File: config.mk
export PLATFORM = sky130hd
export DESIGN_NAME = ssram_front
export DESIGN_NICKNAME = d
export VERILOG_FILES = /design/src/rtl/ssram_pkg.sv /design/src/rtl/ssram_front.sv
export SDC_FILE = /design/constraint.sdc
export NUM_CORES = 1
export LEC_CHECK = 0
export BUFFER_PORTS_ARGS = -buffer_cell sky130_fd_sc_hd__buf_2
export CORE_ASPECT_RATIO = 1.1
export CORE_MARGIN = 1
export CORE_UTILIZATION = 45
export DETAILED_ROUTE_END_ITERATION = 8
export HOLD_SLACK_MARGIN = 0.12
export PLACE_DENSITY = 0.73
export SYNTH_ARGS = -nofsm -noshare
export SYNTH_HDL_FRONTEND = slang
export SYNTH_SLANG_ARGS = --single-unit
File: constraint.sdc
create_clock -name clk_i -period 1.6 [get_ports clk_i]
set_input_delay 0 -clock clk_i [delete_from_list [all_inputs] [get_ports clk_i]]
set_output_delay 0 -clock clk_i [all_outputs]
set_load 0.02 [all_outputs]
File: src/rtl/ssram_pkg.sv
package ssram_pkg;

  // Memory geometry
  localparam int unsigned ADDR_BITS = 15;
  localparam int unsigned MEM_DEPTH = 1 << ADDR_BITS;

  // Depth of the queue between front and back
  localparam int unsigned QDEPTH     = 4;
  localparam int unsigned QPTR_BITS  = $clog2(QDEPTH);
  localparam int unsigned QCNT_BITS  = $clog2(QDEPTH + 1);

  // Command codes
  localparam logic [7:0] CMD_WRITE_STATUS = 8'h01;
  localparam logic [7:0] CMD_WRITE        = 8'h02;
  localparam logic [7:0] CMD_READ         = 8'h03;
  localparam logic [7:0] CMD_READ_STATUS  = 8'h05;

  // Work the back part carries out for one transaction
  typedef enum logic [2:0] {
    OP_ZERO,
    OP_STAT_WR,
    OP_STAT_RD,
    OP_MEM_WR,
    OP_MEM_RD
  } op_kind_e;

  typedef struct packed {
    op_kind_e              kind;
    logic [ADDR_BITS-1:0]  addr;
    logic [7:0]            data;
  } op_t;

endpackage

File: src/rtl/ssram_front.sv
module ssram_front (
  input  logic             clk_i,
  input  logic             rst_ni,
  input  logic             accept_i,
  input  logic             selected_i,
  input  logic [7:0]       byte_in_i,
  output ssram_pkg::op_t   op_o
);

  import ssram_pkg::*;

  typedef enum logic [2:0] {
    PH_COMMAND,
    PH_ADDR_HI,
    PH_ADDR_LO,
    PH_DATA,
    PH_STAT_WR,
    PH_STAT_RD,
    PH_IDLE
  } phase_e;

  phase_e               phase_q, phase_d;
  logic                 rd_q, rd_d;
  logic [ADDR_BITS-1:0] addr_q, addr_d;
  logic [15:0]          addr_hi_ext;

  assign addr_hi_ext = {byte_in_i, 8'h00};

  // Classify the byte and advance the command phase
  always_comb begin
    op_o.kind = OP_ZERO;
    op_o.addr = addr_q;
    op_o.data = byte_in_i;
    phase_d   = phase_q;
    rd_d      = rd_q;
    addr_d    = addr_q;
    if (!selected_i) begin
      phase_d = PH_COMMAND;
    end else begin
      unique case (phase_q)
        PH_COMMAND: begin
          rd_d = (byte_in_i == CMD_READ);
          if (byte_in_i == CMD_WRITE || byte_in_i == CMD_READ) begin
            phase_d = PH_ADDR_HI;
          end else if (byte_in_i == CMD_WRITE_STATUS) begin
            phase_d = PH_STAT_WR;
          end else if (byte_in_i == CMD_READ_STATUS) begin
            phase_d = PH_STAT_RD;
          end else begin
            phase_d = PH_IDLE;
          end
        end
        PH_ADDR_HI: begin
          addr_d  = addr_hi_ext[ADDR_BITS-1:0];
          phase_d = PH_ADDR_LO;
        end
        PH_ADDR_LO: begin
          addr_d  = addr_q | ADDR_BITS'(byte_in_i);
          phase_d = PH_DATA;
        end
        PH_DATA: begin
          op_o.kind = rd_q ? OP_MEM_RD : OP_MEM_WR;
          addr_d    = addr_q + 1'b1;
        end
        PH_STAT_WR: begin
          op_o.kind = OP_STAT_WR;
          phase_d   = PH_IDLE;
        end
        PH_STAT_RD: begin
          op_o.kind = OP_STAT_RD;
        end
        PH_IDLE: begin
          phase_d = PH_IDLE;
        end
        default: begin
          phase_d = PH_IDLE;
        end
      endcase
    end
  end

  // Hold phase, command kind and address pointer
  always_ff @(posedge clk_i or negedge rst_ni) begin
    if (!rst_ni) begin
      phase_q <= PH_COMMAND;
      rd_q    <= 1'b0;
      addr_q  <= '0;
    end else if (accept_i) begin
      phase_q <= phase_d;
      rd_q    <= rd_d;
      addr_q  <= addr_d;
    end
  end

endmodule

==> run summary <==
status: completed
MaxCap Viol Count: 0
routed wire length per instance: 16.7 um
fillers: 266
Tmin final: 1.55 ns
Post-synth EDFFs: 0
vias in the first global route: 1460
Ant. Diodes: 0
most frequent cells in the layout: buf_2 (35), buf_4 (22), dfrtp_1 (16)
Cell Rows: 20
core area: 0.00288 mm^2
Port Buffers: 37
Max Clk Rate: 0.643 GHz
Required @ worst endpoint: 1.81 ns
Die ar.: 0.00335 mm^2
Synth Cell Area: 0.00141 mm^2
CTS buffer count: 3
Die W: 55.3 um
Peak VDD IR: 0.000977 V
Yosys cell types: 49
HP Class: in2reg
clk root buf: clkbuf_4
placed cells: 240
top-area cell type share of the netlist area: 33.8%
Final Hold Fails: 0
top post-synthesis cells by area: dfrtp_1 (34%), buf_4 (5.9%), a21oi_1 (5.0%)
Nets: 241
Synthesized Nets: 183
clk slew on worst S/H paths: 0.12 ns
final period utilization: 97.1%
initial antenna violation count: 0
Worst Setup Path Type: reg2reg
Post-route DRC: 0
Top FF cell, synth: dfrtp_1
leakage: 0.836 nW
clock insertion delay at the later pin of the skew report: 0.31 ns
crit end category: register
antenna-violating nets left: 0
synthesized area per cell: 8.27 um^2
Fin Clk Skew: 0.00476 ns
largest net degree at the start of global routing: 20
Syn Inst Count: 170
Seq cells post-synth: 19
vias post-DR: 1600
first drt pass iteration count: 5
fraction of layout cells with a size suffix above 1: 33.0%
initial DRC count: 92
Hold Slack: 0.135 ns
CP max FO: 6
CTS tree: built
GRT Util Overall: 25.9%
synth warn: 0
most common cell after layout, fill and taps aside: buf_2
post-synth top area cell: dfrtp_1
HPWL after detailed placement: 3.06 mm
first-pass GRT wire length: 6.80 mm
Die Y: 60.6 um
pwr dens: 1200 mW/mm^2
Synth async-reset ratio: 100%
Total Power: 0.00223 W
Worst setup SP type: register
Detailed Route WL: 4.35 mm
IO Pins: 38
htree depth: 1
Crit-path slowest cell: dfrtp_2
Arr. time, crit path: 1.76 ns
Clock Sink Count: 19
Critical Path Max Stage Delay: 0.45 ns
relative slew slack: 69.7%
CTS max path bufs: 2
final setup violation count: 0
Worst Max-Slew Pin Slew: 0.454 ns
Non-Filler Instances: 260
synthesis-to-finish area growth: 32.1%
cells along the critical path: and2b_2 > and3_1 > o21ai_1 > a222oi_1
Slew Viols, Final: 0
DR vias/cell: 6.15
total gr overflow: 0
Seq/Total Area, Yosys: 33.8%
Starting Density: 48.8%
GP Congestion: 0.935
timing repair:
| action | in CTS | in global routing |
|---|---|---|
| hold buffers | 10 | 0 |
| buffers inserted | 2 | 4 |
| endpoints found under the hold margin | 28 | 0 |
| gates resized for setup | 2 | 9 |
| endpoints found under the setup margin | 3 | 4 |
layer usage:
layer	vias to the layer above	GRT usage [%]	share of wire, %
met5	-	0	0
met4	0	11.1	2.3
met3	12	2.56	6.6
met2	79	47.8	49
met1	761	31.4	42
li1	748	-	-
critical path: cells and delay by family, from the launching register on:
kind	cells	cell delay, ns
flip-flops	1	0.45
AO/OA/AOI/OAI	2	0.45
AND/OR/NAND/NOR	2	0.55
worst paths after layout:
kind                               from    endpoint  slack [ns]  cells past startpoint
max                          phase_q[2]   addr_q[3]        0.05                      4
max reg2reg                  phase_q[2]   addr_q[3]        0.05                      4
min in group asynchronous        rst_ni   addr_q[4]        0.15                      2
max in group asynchronous        rst_ni  phase_q[1]        1.11                      2
min reg2reg                  addr_q[12]  addr_q[12]        0.57                      1
min                        byte_in_i[1]   addr_q[1]        0.13                      5
power breakdown:
part	internal [W]	switching, W	total [W]
Clock	0.0000975	0.000173	0.000270
Sequential	0.000628	0.000135	0.000764
Combinational	0.000513	0.000679	0.00119
registers in the layout, indices dropped and copies added (netlist names):
name	cells
addr_q	15
phase_q	3
rd_q	1
Yosys cell counts (all sizes together), types with 3 or more instances:
master	count
dfrtp	19
nand2	16
or3	4
o21ai	12
nor2	10
nand4	3
o22ai	3
clkbuf	3
and3	8
o22a	3
nor3	4
inv	4
nand3	13
a21oi	14
buf	15
cells by family (layout without fill, tap and decap cells):
kind of cell,after synthesis,count (layout),share of synthesized area [%]
buffers and inverters,22,79,9.53
DFF,19,19,33.8
adders and majority gates,1,1,0.890
and+or+nand+nor,75,75,30.8
AOI/OAI and AO/OA,52,52,24.3
xor gates and xnor gates,1,1,0.623
per-stage QoR:
step                setup slack [ns]  instance area (um^2)  util, %  setup TNS, ns
detailed placement            0.0129                  1650     57.3              0
CTS                         0.000210                  1790     62.3              0
finish                        0.0460                  1860     64.5              0
floorplan                     0.0470                  1410        -              0
global placement              0.0968                  1650     57.3              0
global route                -0.00886                  1860     64.5       -0.00886
layout make-up:
cell class              instances  area, um^2  share of cell area, %
repair buffers                 71         488                   26.3
multi-input cells             129         806                   43.4
flip-flops and latches         19         479                   25.8
well taps                      33        41.3                   2.23
clock buffers                   4        26.3                   1.42
inverters                       4        15.0                  0.809
(Power assumes the default switching activity.)
