<file path="src/rtl/ssram_pkg.sv">
package ssram_pkg;

  // Memory geometry
  localparam int unsigned ADDR_BITS = 15;
  localparam int unsigned MEM_DEPTH = 1 << ADDR_BITS;

  // Depth of the queue between front and back
  localparam int unsigned QDEPTH     = 4;
  localparam int unsigned QPTR_BITS  = $clog2(QDEPTH);
  localparam int unsigned QCNT_BITS  = $clog2(QDEPTH + 1);

  // Command codes
  localparam logic [7:0] CMD_WRITE_STATUS = 8'h01;
  localparam logic [7:0] CMD_WRITE        = 8'h02;
  localparam logic [7:0] CMD_READ         = 8'h03;
  localparam logic [7:0] CMD_READ_STATUS  = 8'h05;

  // Work the back part carries out for one transaction
  typedef enum logic [2:0] {
    OP_ZERO,
    OP_STAT_WR,
    OP_STAT_RD,
    OP_MEM_WR,
    OP_MEM_RD
  } op_kind_e;

  typedef struct packed {
    op_kind_e              kind;
    logic [ADDR_BITS-1:0]  addr;
    logic [7:0]            data;
  } op_t;

endpackage

</file>
<file path="src/rtl/ssram_fifo.sv">
module ssram_fifo (
  input  logic             clk_i,
  input  logic             rst_ni,
  input  logic             push_i,
  input  ssram_pkg::op_t   push_op_i,
  output logic             full_o,
  input  logic             pop_i,
  output logic             valid_o,
  output ssram_pkg::op_t   pop_op_o
);

  import ssram_pkg::*;

  op_t                  entry_q [QDEPTH];
  logic [QPTR_BITS-1:0] wptr_q, rptr_q;
  logic [QCNT_BITS-1:0] cnt_q;

  assign full_o   = (cnt_q == QCNT_BITS'(QDEPTH));
  assign valid_o  = (cnt_q != '0);
  assign pop_op_o = entry_q[rptr_q];

  // Store pushed operations
  always_ff @(posedge clk_i) begin
    if (push_i) begin
      entry_q[wptr_q] <= push_op_i;
    end
  end

  // Advance pointers and fill count
  always_ff @(posedge clk_i or negedge rst_ni) begin
    if (!rst_ni) begin
      wptr_q <= '0;
      rptr_q <= '0;
      cnt_q  <= '0;
    end else begin
      if (push_i) begin
        wptr_q <= wptr_q + 1'b1;
      end
      if (pop_i) begin
        rptr_q <= rptr_q + 1'b1;
      end
      if (push_i && !pop_i) begin
        cnt_q <= cnt_q + 1'b1;
      end else if (pop_i && !push_i) begin
        cnt_q <= cnt_q - 1'b1;
      end
    end
  end

endmodule

</file>
<file path="config.mk">
export PLATFORM = sky130hd
export DESIGN_NAME = ssram_fifo
export DESIGN_NICKNAME = d
export VERILOG_FILES = /design/src/rtl/ssram_pkg.sv /design/src/rtl/ssram_fifo.sv
export SDC_FILE = /design/constraint.sdc
export NUM_CORES = 1
export LEC_CHECK = 0
export ABC_CLOCK_PERIOD_IN_PS = 2000
export BUFFER_PORTS_ARGS = -buffer_cell sky130_fd_sc_hd__buf_2
export CAP_MARGIN = 25
export CORE_MARGIN = 8
export CORE_UTILIZATION = 35
export CTS_CLUSTER_SIZE = 30
export DETAILED_ROUTE_END_ITERATION = 6
export PLACE_DENSITY_LB_ADDON = 0.3
export SLEW_MARGIN = 20
export SYNTH_ARGS = -nofsm -noshare
export SYNTH_HDL_FRONTEND = slang
export SYNTH_SLANG_ARGS = --single-unit
</file>
<file path="constraint.sdc">
create_clock -name clk_i -period 2 [get_ports clk_i]
set_input_delay 0.2 -clock clk_i [delete_from_list [all_inputs] [get_ports clk_i]]
set_output_delay 0.2 -clock clk_i [all_outputs]
set_load 0.005 [all_outputs]
</file>
==> reports/results.ini, run 1 <==
[die]
dieArea_mm2=0.01575
die_y_um=125.5
initial_utilization_pct=35.38
io_pins=58
die_x_um=125.5
row_count=40
core_area_mm2=0.01186

[layout]
final_cell_count_no_fill=396
multiInputGateArea_um2=822.0
diodes=0
design_area_mm2=0.005025
final-seq-area_mm2=0.003299
drive_above_1_share_pct=42.57
fin_nets=280
post-route-util_pct=42.36
fill_cells=1029
area_delta_synth_final_pct=19.74

[global_routing]
track_usage_pct=9.972
grt_remaining_overflow=0
grt_use_met3_pct=3.995
met2_usage_pct=16.59
busiest_layer=met2
grt_max_degree=22
gr-usage-met1_pct=11.20
grt_pass1_wl_mm=11.90
antenna_found_initial=1
grt_pass1_vias=2150

[pwr]
powerDensity_mw_per_mm2=1350
peakVddDrop_mv=0.5037
totalPowerFinal_uw=6784
p_leak_uw=0.001781

[sta]
rsz0062_at_grt=false
report.final.setup_viol=0
maxSlewViolCount=0
fin_tns_setup_ps=0
finalHoldViolCount=0
slew_headroom_pct=76.27
finalCriticalPeriod_ps=1848
fin_skew_ps=4.440
max_freq_mhz=541.1
fin_crit_sh_pct=92.40
tightest_slew_ps=356.0

[worst_setup_path]
crit_buf_inv=2
worstPathCellList=buf_12 -> mux4_1 -> buf_2
crit_path_max_fanout=19
startpoint_type=flop
slowest_stage=mux4_1
cp.arrival_ps=1650
max_stage_delay_ps=580
required_ps=1800
crit_path_end_kind=output pin
rrSetupSlack_ps=480
criticalPathCategory=reg -> out
cp_top_family=multiplexers

[yosys]
postSynth.asyncResetShare_pct=6.306
synthCells=170
synth-edff-count=104
ys_warn_count=0
ys_seq_elements=111
syn_area_per_cell_um2=24.69
synth_area_mm2=0.004197
syn_nets=206
synth_ff_type=edfxtp_1
synth.distinct_cells=19
ys_seq_area_share_pct=78.59

[place]
dpl_cell_area_mm2=0.004751
dpl.cell_count=379
io_buffers=57
gp_congestion=0.6218
hpwl_mm=4.983

[cts]
path_clk_slew_ps=70
clk_latency_ps=330
cts-buffers-inserted=9
cts_setup_buffers=0
cts-root-buf=clkbuf_16
cts_hold_buffers=1
htreeDepth=3
cts_resized=0
cts_buffer_depth=2
cts_tree=yes
cts.sinks=111

[route]
wl_per_cell_um=18.40
routed_wl_mm=7.285
via_count=1857
drc=0
drt_first_pass_iters=4
ant_nets=0
drtIter0Drc=115
post_drt_via_cell_ratio=4.689

[run]
max-cap-violations=0

[hold_path]
hold_class=in -> reg

[run_status]
status=finished clean

power by group:
group / switching (µW) / internal, µW
logic: 949 / 1060
registers: 140 / 3050
clock network: 749 / 834
final timing paths:
kind	startpoint	end	depth (start not counted)
setup reg to reg	wptr_q[1]$_DFFE_PN0P_	entry_q[1][10]$_DFFE_PP_	4
max in group asynchronous	rst_ni	rptr_q[0]$_DFFE_PN0P_	2
min in group asynchronous	rst_ni	rptr_q[1]$_DFFE_PN0P_	2
hold reg to reg	cnt_q[2]$_DFFE_PN0P_	cnt_q[2]$_DFFE_PN0P_	1
hold / removal	pop_i	rptr_q[0]$_DFFE_PN0P_	2
setup / recovery	rptr_q[0]$_DFFE_PN0P_	pop_op_o[21]	3
sequential cells by signal (all words and copies together), names as in the netlist:
signal	cells
rptr_q	2
cnt_q	3
wptr_q	2
entry_q	104
layout make-up:
type / count / share of cell area [%]
Clock buffer: 9 / 4.482
Clock inverter: 7 / 0.7719
Tap cell: 147 / 3.660
Sequential cell: 111 / 65.66
Inverter: 4 / 0.2988
Multi-Input combinational cell: 49 / 16.36
Timing Repair Buffer: 69 / 8.765
layout by cell type, fill, tap and decap left out:
| master | instances |
|---|---|
| and2_2 | 4 |
| mux4_1 | 8 |
| mux2_2 | 1 |
| clkinv_1 | 2 |
| fa_1 | 1 |
| o21ai_0 | 1 |
| buf_12 | 5 |
| clkinvlp_4 | 1 |
| nor2_1 | 1 |
| ha_1 | 5 |
| nor3b_1 | 1 |
| dfrtp_2 | 1 |
| or3_1 | 1 |
| buf_2 | 57 |
| nand2_1 | 2 |
| clkbuf_16 | 9 |
| xnor2_1 | 2 |
| edfxtp_1 | 104 |
| xor2_1 | 4 |
| clkinv_2 | 3 |
| inv_1 | 4 |
| dfrtp_1 | 6 |
| buf_4 | 6 |
| mux4_2 | 18 |
| dlygate4sd3_1 | 1 |
| inv_6 | 1 |
synthesized netlist by cell type (2+ instances only):
| cell type | n | share of area, % |
|---|---|---|
| nand2_1 | 2 | 0.18 |
| edfxtp_1 | 104 | 74 |
| xnor2_1 | 2 | 0.42 |
| ha_1 | 5 | 1.5 |
| buf_2 | 3 | 0.36 |
| xor2_1 | 4 | 0.83 |
| inv_1 | 4 | 0.36 |
| and2_1 | 4 | 0.60 |
| mux4_2 | 18 | 9.7 |
| mux4_1 | 8 | 5.0 |
| dfrtp_1 | 7 | 4.2 |
| buf_12 | 2 | 0.95 |
cells by family (layout without fill, tap and decap cells):
logic type | after synthesis | count (layout) | share of synthesized area [%]
buffers and inverters | 10 | 89 | 1.938
multiplexers | 27 | 27 | 14.94
AO/OA/AOI/OAI | 1 | 1 | 0.1191
flip-flops | 111 | 111 | 78.59
adder cells (fa/ha/maj) | 6 | 6 | 1.968
XOR/XNOR | 6 | 6 | 1.252
AND/OR/NAND/NOR | 9 | 9 | 1.193
stage by stage:
stage	hold WS, ps	setup WS, ps
6_report	73.66	152.0
5_1_grt	62.31	82.69
4_1_cts	60.46	112.7
3_5_place_dp	49.04	438.3
3_3_place_gp	45.03	496.9
2_1_floorplan	-95.59	339.1
routing by layer:
layer	share of wire, %	wire [µm]	vias to the layer above
li1	-	-	858
met1	43	3144	948
met2	50	3639	40
met3	5.5	398	9
met4	1.3	93	2
met5	0.14	10	-
Power figures use the tool's default switching activity.
==> run 2, diff against run 1 <==
- ABC_AREA: not set -> 1
==> reports/results.ini, run 2 <==
[run_status]
status=finished clean

[sta]
report.final.setup_viol=0
finalCriticalPeriod_ps=1757
rsz0062_at_grt=false
fin_skew_ps=3.870
fin_crit_sh_pct=87.86
slew_headroom_pct=70.57
maxSlewViolCount=0
tightest_slew_ps=441.4
max_freq_mhz=569.1
finalHoldViolCount=0
fin_tns_setup_ps=0

[die]
die_x_um=131.4
core_area_mm2=0.01314
dieArea_mm2=0.01725
row_count=42
die_y_um=131.4
initial_utilization_pct=35.45
io_pins=58

[worst_setup_path]
rr_worst_depth=5
crit_path_end_kind=output pin
rrSetupSlack_ps=510
startpoint_type=flop
cp_top_family=buffers and inverters
r2r-start=wptr_q[0]$_DFFE_PN0P_
max_stage_delay_ps=420
crit_path_max_fanout=48
required_ps=1800
cp.depth=5
criticalPathCategory=reg -> out
slowest_stage=dfrtp_4
crit_buf_inv=2
endpoint=pop_op_o[12]
r2r_end=entry_q[0][3]$_DFFE_PP_
cp.arrival_ps=1560
worstPathCellList=buf_6 -> nand2_1 -> o211ai_1 -> nand2_1 -> buf_2
critical_path.most_common_cell=nand2_1
crit_start=rptr_q[0]$_DFFE_PN0P_

[cts]
cts-buffers-inserted=9
cts_setup_buffers=0
cts_tree=yes
htreeDepth=3
clk_latency_ps=330
cts_buffer_depth=2
cts.sinks=111
cts-root-buf=clkbuf_16
path_clk_slew_ps=70

[route]
drtIter0Drc=111
via_count=2707
ant_nets=0
post_drt_via_cell_ratio=4.550
drt_first_pass_iters=4
drc=0
wl_per_cell_um=15.05
routed_wl_mm=8.956

[yosys]
synth-edff-count=104
synth_area_mm2=0.004657
synth_common_cells=edfxtp_1, nand2_1, inv_1
ys_seq_elements=111
synthCells=352
synth_ff_type=edfxtp_1
synth.distinct_cells=20
ys_warn_count=0
synthTopCellsByArea=edfxtp_1, nand2_1, o211ai_1
synthMostInstantiatedCell=edfxtp_1
syn_area_per_cell_um2=13.23
postSynth.asyncResetShare_pct=6.306
synth_top_area_share_pct=67.06
syn_nets=388
ys_seq_area_share_pct=70.82
yosys.area.top_type=edfxtp_1

[place]
hpwl_mm=5.671
dpl_cell_area_mm2=0.005106
io_buffers=57
gp_congestion=0.6985

[global_routing]
grt_remaining_overflow=0
grt_pass1_vias=2812
antenna_found_initial=1
track_usage_pct=10.87
grt_pass1_wl_mm=14.82
grt_max_degree=49

[layout]
largestRegisters=entry_q (104), cnt_q (3)
top_register=entry_q
largest_reg_flops=104
layout_common_cells=edfxtp_1, nand2_1, inv_1, buf_2, o211ai_1
area_delta_synth_final_pct=15.88
design_area_mm2=0.005396
drive_above_1_share_pct=24.58
fin_nets=450
layout_commonest_cell=edfxtp_1
diodes=0

[pwr]
p_comb_share_pct=34.9
p_int_uw=4912
p_leak_uw=0.002228
peakVddDrop_mv=0.5709
switching_share_pct=34.27
seqPwrFrac_pct=43.2
powerDensity_mw_per_mm2=1385
p_clk_share_pct=22.0
p_switching_uw=2561

[run]
max-cap-violations=0

[hold_path]
hold_class=in -> reg

run 2: kinds of logic after synthesis:
logic type / synth area share (%)
AO/OA/AOI/OAI: 10.53
XOR/XNOR: 0.7524
adder cells (fa/ha/maj): 1.773
buffers and inverters: 8.275
flip-flops: 70.82
AND/OR/NAND/NOR: 7.845
run 2: worst min-delay path by stage:
| stage | from | depth (start not counted) | slack [ps] | to |
|---|---|---|---|---|
| 6_report | push_op_i[24] | 1 | 80 | entry_q[1][24]$_DFFE_PP_ |
| 5_1_grt | push_op_i[16] | 1 | 70 | entry_q[2][16]$_DFFE_PP_ |
| 4_1_cts | push_op_i[24] | 1 | 70 | entry_q[1][24]$_DFFE_PP_ |
| 3_5_place_dp | rst_ni | 1 | 50 | cnt_q[2]$_DFFE_PN0P_ |
| 3_3_place_gp | rst_ni | 1 | 40 | cnt_q[1]$_DFFE_PN0P_ |
| 2_1_floorplan | rst_ni | 0 | -100 | cnt_q[0]$_DFFE_PN0P_ |
run 2: final cells by class:
| cell class | instances | area, µm² |
|---|---|---|
| inverters | 64 | 242.7 |
| repair buffers | 69 | 381.6 |
| well taps | 176 | 220.2 |
| clock buffers | 12 | 246.5 |
| flip-flops and latches | 111 | 3302 |
| fillers | 1236 | 7741 |
| clock inverters | 4 | 30.03 |
| multi-input cells | 159 | 973.4 |
run 2: what timing repair did:
item                                   4_1_cts  5_1_grt
hold buffers                                 1        0
endpoints found under the hold margin        7        0
setup endpoints to repair                    0        1
gates resized for setup                      0        1
run 2: per-stage QoR:
step                      utilization, %  instances  hold slack (ps)  setup WS, ps  power [µW]
after global placement             38.87        578            44.85         477.6        5887
after global routing               41.08        595            65.32         105.4        8031
after CTS                          41.05        595            65.36         75.86        7609
after floorplan                        -        352           -95.59         429.4        5058
final                              41.08        595            79.30         242.9        7473
after detailed placement           38.87        578            54.18         460.6        5960
run 2: power by group through the flow:
stage	clock, µW	sequential, µW	combinational [µW]
after floorplan	0	3230	1830
after global placement	0	3260	2630
after detailed placement	0	3280	2680
after CTS	1690	3230	2690
after global routing	1800	3270	2960
final	1640	3220	2610
run 2: layer usage:
metal	wire length (µm)	share of wire (%)	global-route usage [%]	up-vias
met3	407	4.5	3.544	11
met1	4215	47	13.72	1322
li1	-	-	-	1330
met2	4217	47	17.36	42
met4	103	1.2	3.446	2
met5	12	0.13	0	-
==> run 3, diff against run 2 <==
- CORE_MARGIN: 8 -> not set
==> reports/results.ini, run 3 (synthesis gave the netlist of run 2 again) <==
[layout]
diodes=0
design_area_mm2=0.005408
top_register=entry_q
fin_nets=450
layout_commonest_cell=edfxtp_1
largest_reg_flops=104
area_delta_synth_final_pct=16.12
final_cell_count_no_fill=591
largestRegisters=entry_q (104), cnt_q (3)
layout_common_cells=edfxtp_1, nand2_1, inv_1, buf_2, o211ai_1
drive_above_1_share_pct=24.58

[pwr]
powerDensity_mw_per_mm2=1375
p_leak_uw=0.002235
peakVddDrop_mv=0.5773
totalPowerFinal_uw=7434

[worst_setup_path]
worstPathCellList=buf_12 -> o211ai_1 -> nand2_1 -> buf_2
criticalPathCategory=reg -> out
required_ps=1800
rr_worst_depth=5
r2r_end=entry_q[0][14]$_DFFE_PP_
slowest_stage=dfrtp_4
crit_path_max_fanout=44
crit_path_end_kind=output pin
cp.arrival_ps=1600
startpoint_type=flop
r2r-start=wptr_q[0]$_DFFE_PN0P_
max_stage_delay_ps=600
rrSetupSlack_ps=610

[route]
post_drt_via_cell_ratio=4.453
drtIter0Drc=119
ant_nets=0
drt_first_pass_iters=4
routed_wl_mm=8.330
wl_per_cell_um=14.09
via_count=2632
drc=0

[run]
max-cap-violations=0

[place]
hpwl_mm=5.325
dpl.cell_count=574
dpl_cell_area_mm2=0.005126
io_buffers=57
gp_congestion=0.6970

[sta]
slew_headroom_pct=70.86
report.final.setup_viol=0
fin_skew_ps=8.745
rsz0062_at_grt=false
fin_crit_sh_pct=89.90
maxSlewViolCount=0
finalHoldViolCount=0
fin_tns_setup_ps=0
tightest_slew_ps=437.0
finalCriticalPeriod_ps=1798
max_freq_mhz=556.2

[cts]
cts-root-buf=clkbuf_16
cts_buffer_depth=2
cts.sinks=111
path_clk_slew_ps=70
htreeDepth=3
cts-buffers-inserted=9
cts_tree=yes
cts_setup_buffers=0
clk_latency_ps=340
cts_resized=0

[hold_path]
hold_start=push_op_i[24]
holdPathStages=1
min_to=entry_q[2][24]$_DFFE_PP_
hold_class=in -> reg

[die]
io_pins=58
die_y_um=117.4
row_count=41
core_area_mm2=0.01277
dieArea_mm2=0.01377
initial_utilization_pct=36.46
die_x_um=117.4

[global_routing]
antenna_found_initial=1
grt_pass1_wl_mm=13.54
track_usage_pct=12.86
grt_pass1_vias=2462
grt_max_degree=45
grt_remaining_overflow=0

[run_status]
status=finished clean

## run 3: final cells by class
| cell class | count | area, µm² |
|---|---|---|
| repair buffers | 69 | 402.9 |
| clock inverters | 7 | 46.29 |
| inverters | 64 | 242.7 |
| flip-flops and latches | 111 | 3302 |
| clock buffers | 9 | 225.2 |
| well taps | 172 | 215.2 |
| fillers | 1171 | 7366 |
| multi-input cells | 159 | 973.4 |
## run 3: metrics by stage
stage	worst slack [ps]	hold WS (ps)	util [%]
2_1_floorplan	429.4	-95.59	-
6_report	202.1	67.72	42.34
4_1_cts	174.8	60.05	42.34
5_1_grt	72.95	66.92	42.34
3_5_place_dp	552.2	50.24	40.13
3_3_place_gp	576.8	50.73	40.13
## run 3: worst max-delay path by stage
stage / endpoint / cells past startpoint / startpoint
floorplan: entry_q[0][0]$_DFFE_PP_ / 4 / wptr_q[0]$_DFFE_PN0P_
global placement: pop_op_o[19] / 4 / rptr_q[0]$_DFFE_PN0P_
detailed placement: pop_op_o[16] / 4 / rptr_q[0]$_DFFE_PN0P_
CTS: pop_op_o[9] / 5 / rptr_q[0]$_DFFE_PN0P_
global route: pop_op_o[16] / 5 / rptr_q[0]$_DFFE_PN0P_
finish: pop_op_o[16] / 4 / rptr_q[0]$_DFFE_PN0P_
## run 3: report_power, final
part           internal (µW)  leakage, µW  switching (µW)
Clock                    845     0.000131             779
Combinational           1000      0.00107            1530
Sequential              3060      0.00104             225
Total                   4900      0.00223            2530
## run 3: what timing repair did
action                                 CTS  global route
endpoints found under the hold margin    7             0
setup endpoints to repair                0             0
hold buffers                             1             0
## run 3: metal layers
metal	track usage, %	wire length, µm	up-vias
met4	4.789	102	2
met3	3.745	386	10
li1	-	-	1328
met2	19.34	3889	51
met5	0	10	-
met1	17.53	3943	1241
## run 3: worst max-delay path, delay by kind of cell, from the launching register on
kind	cells	cell delay (ps)
AND/OR/NAND/NOR	1	90
buffers and inverters	2	350
AO/OA/AOI/OAI	1	200
flip-flops	1	600
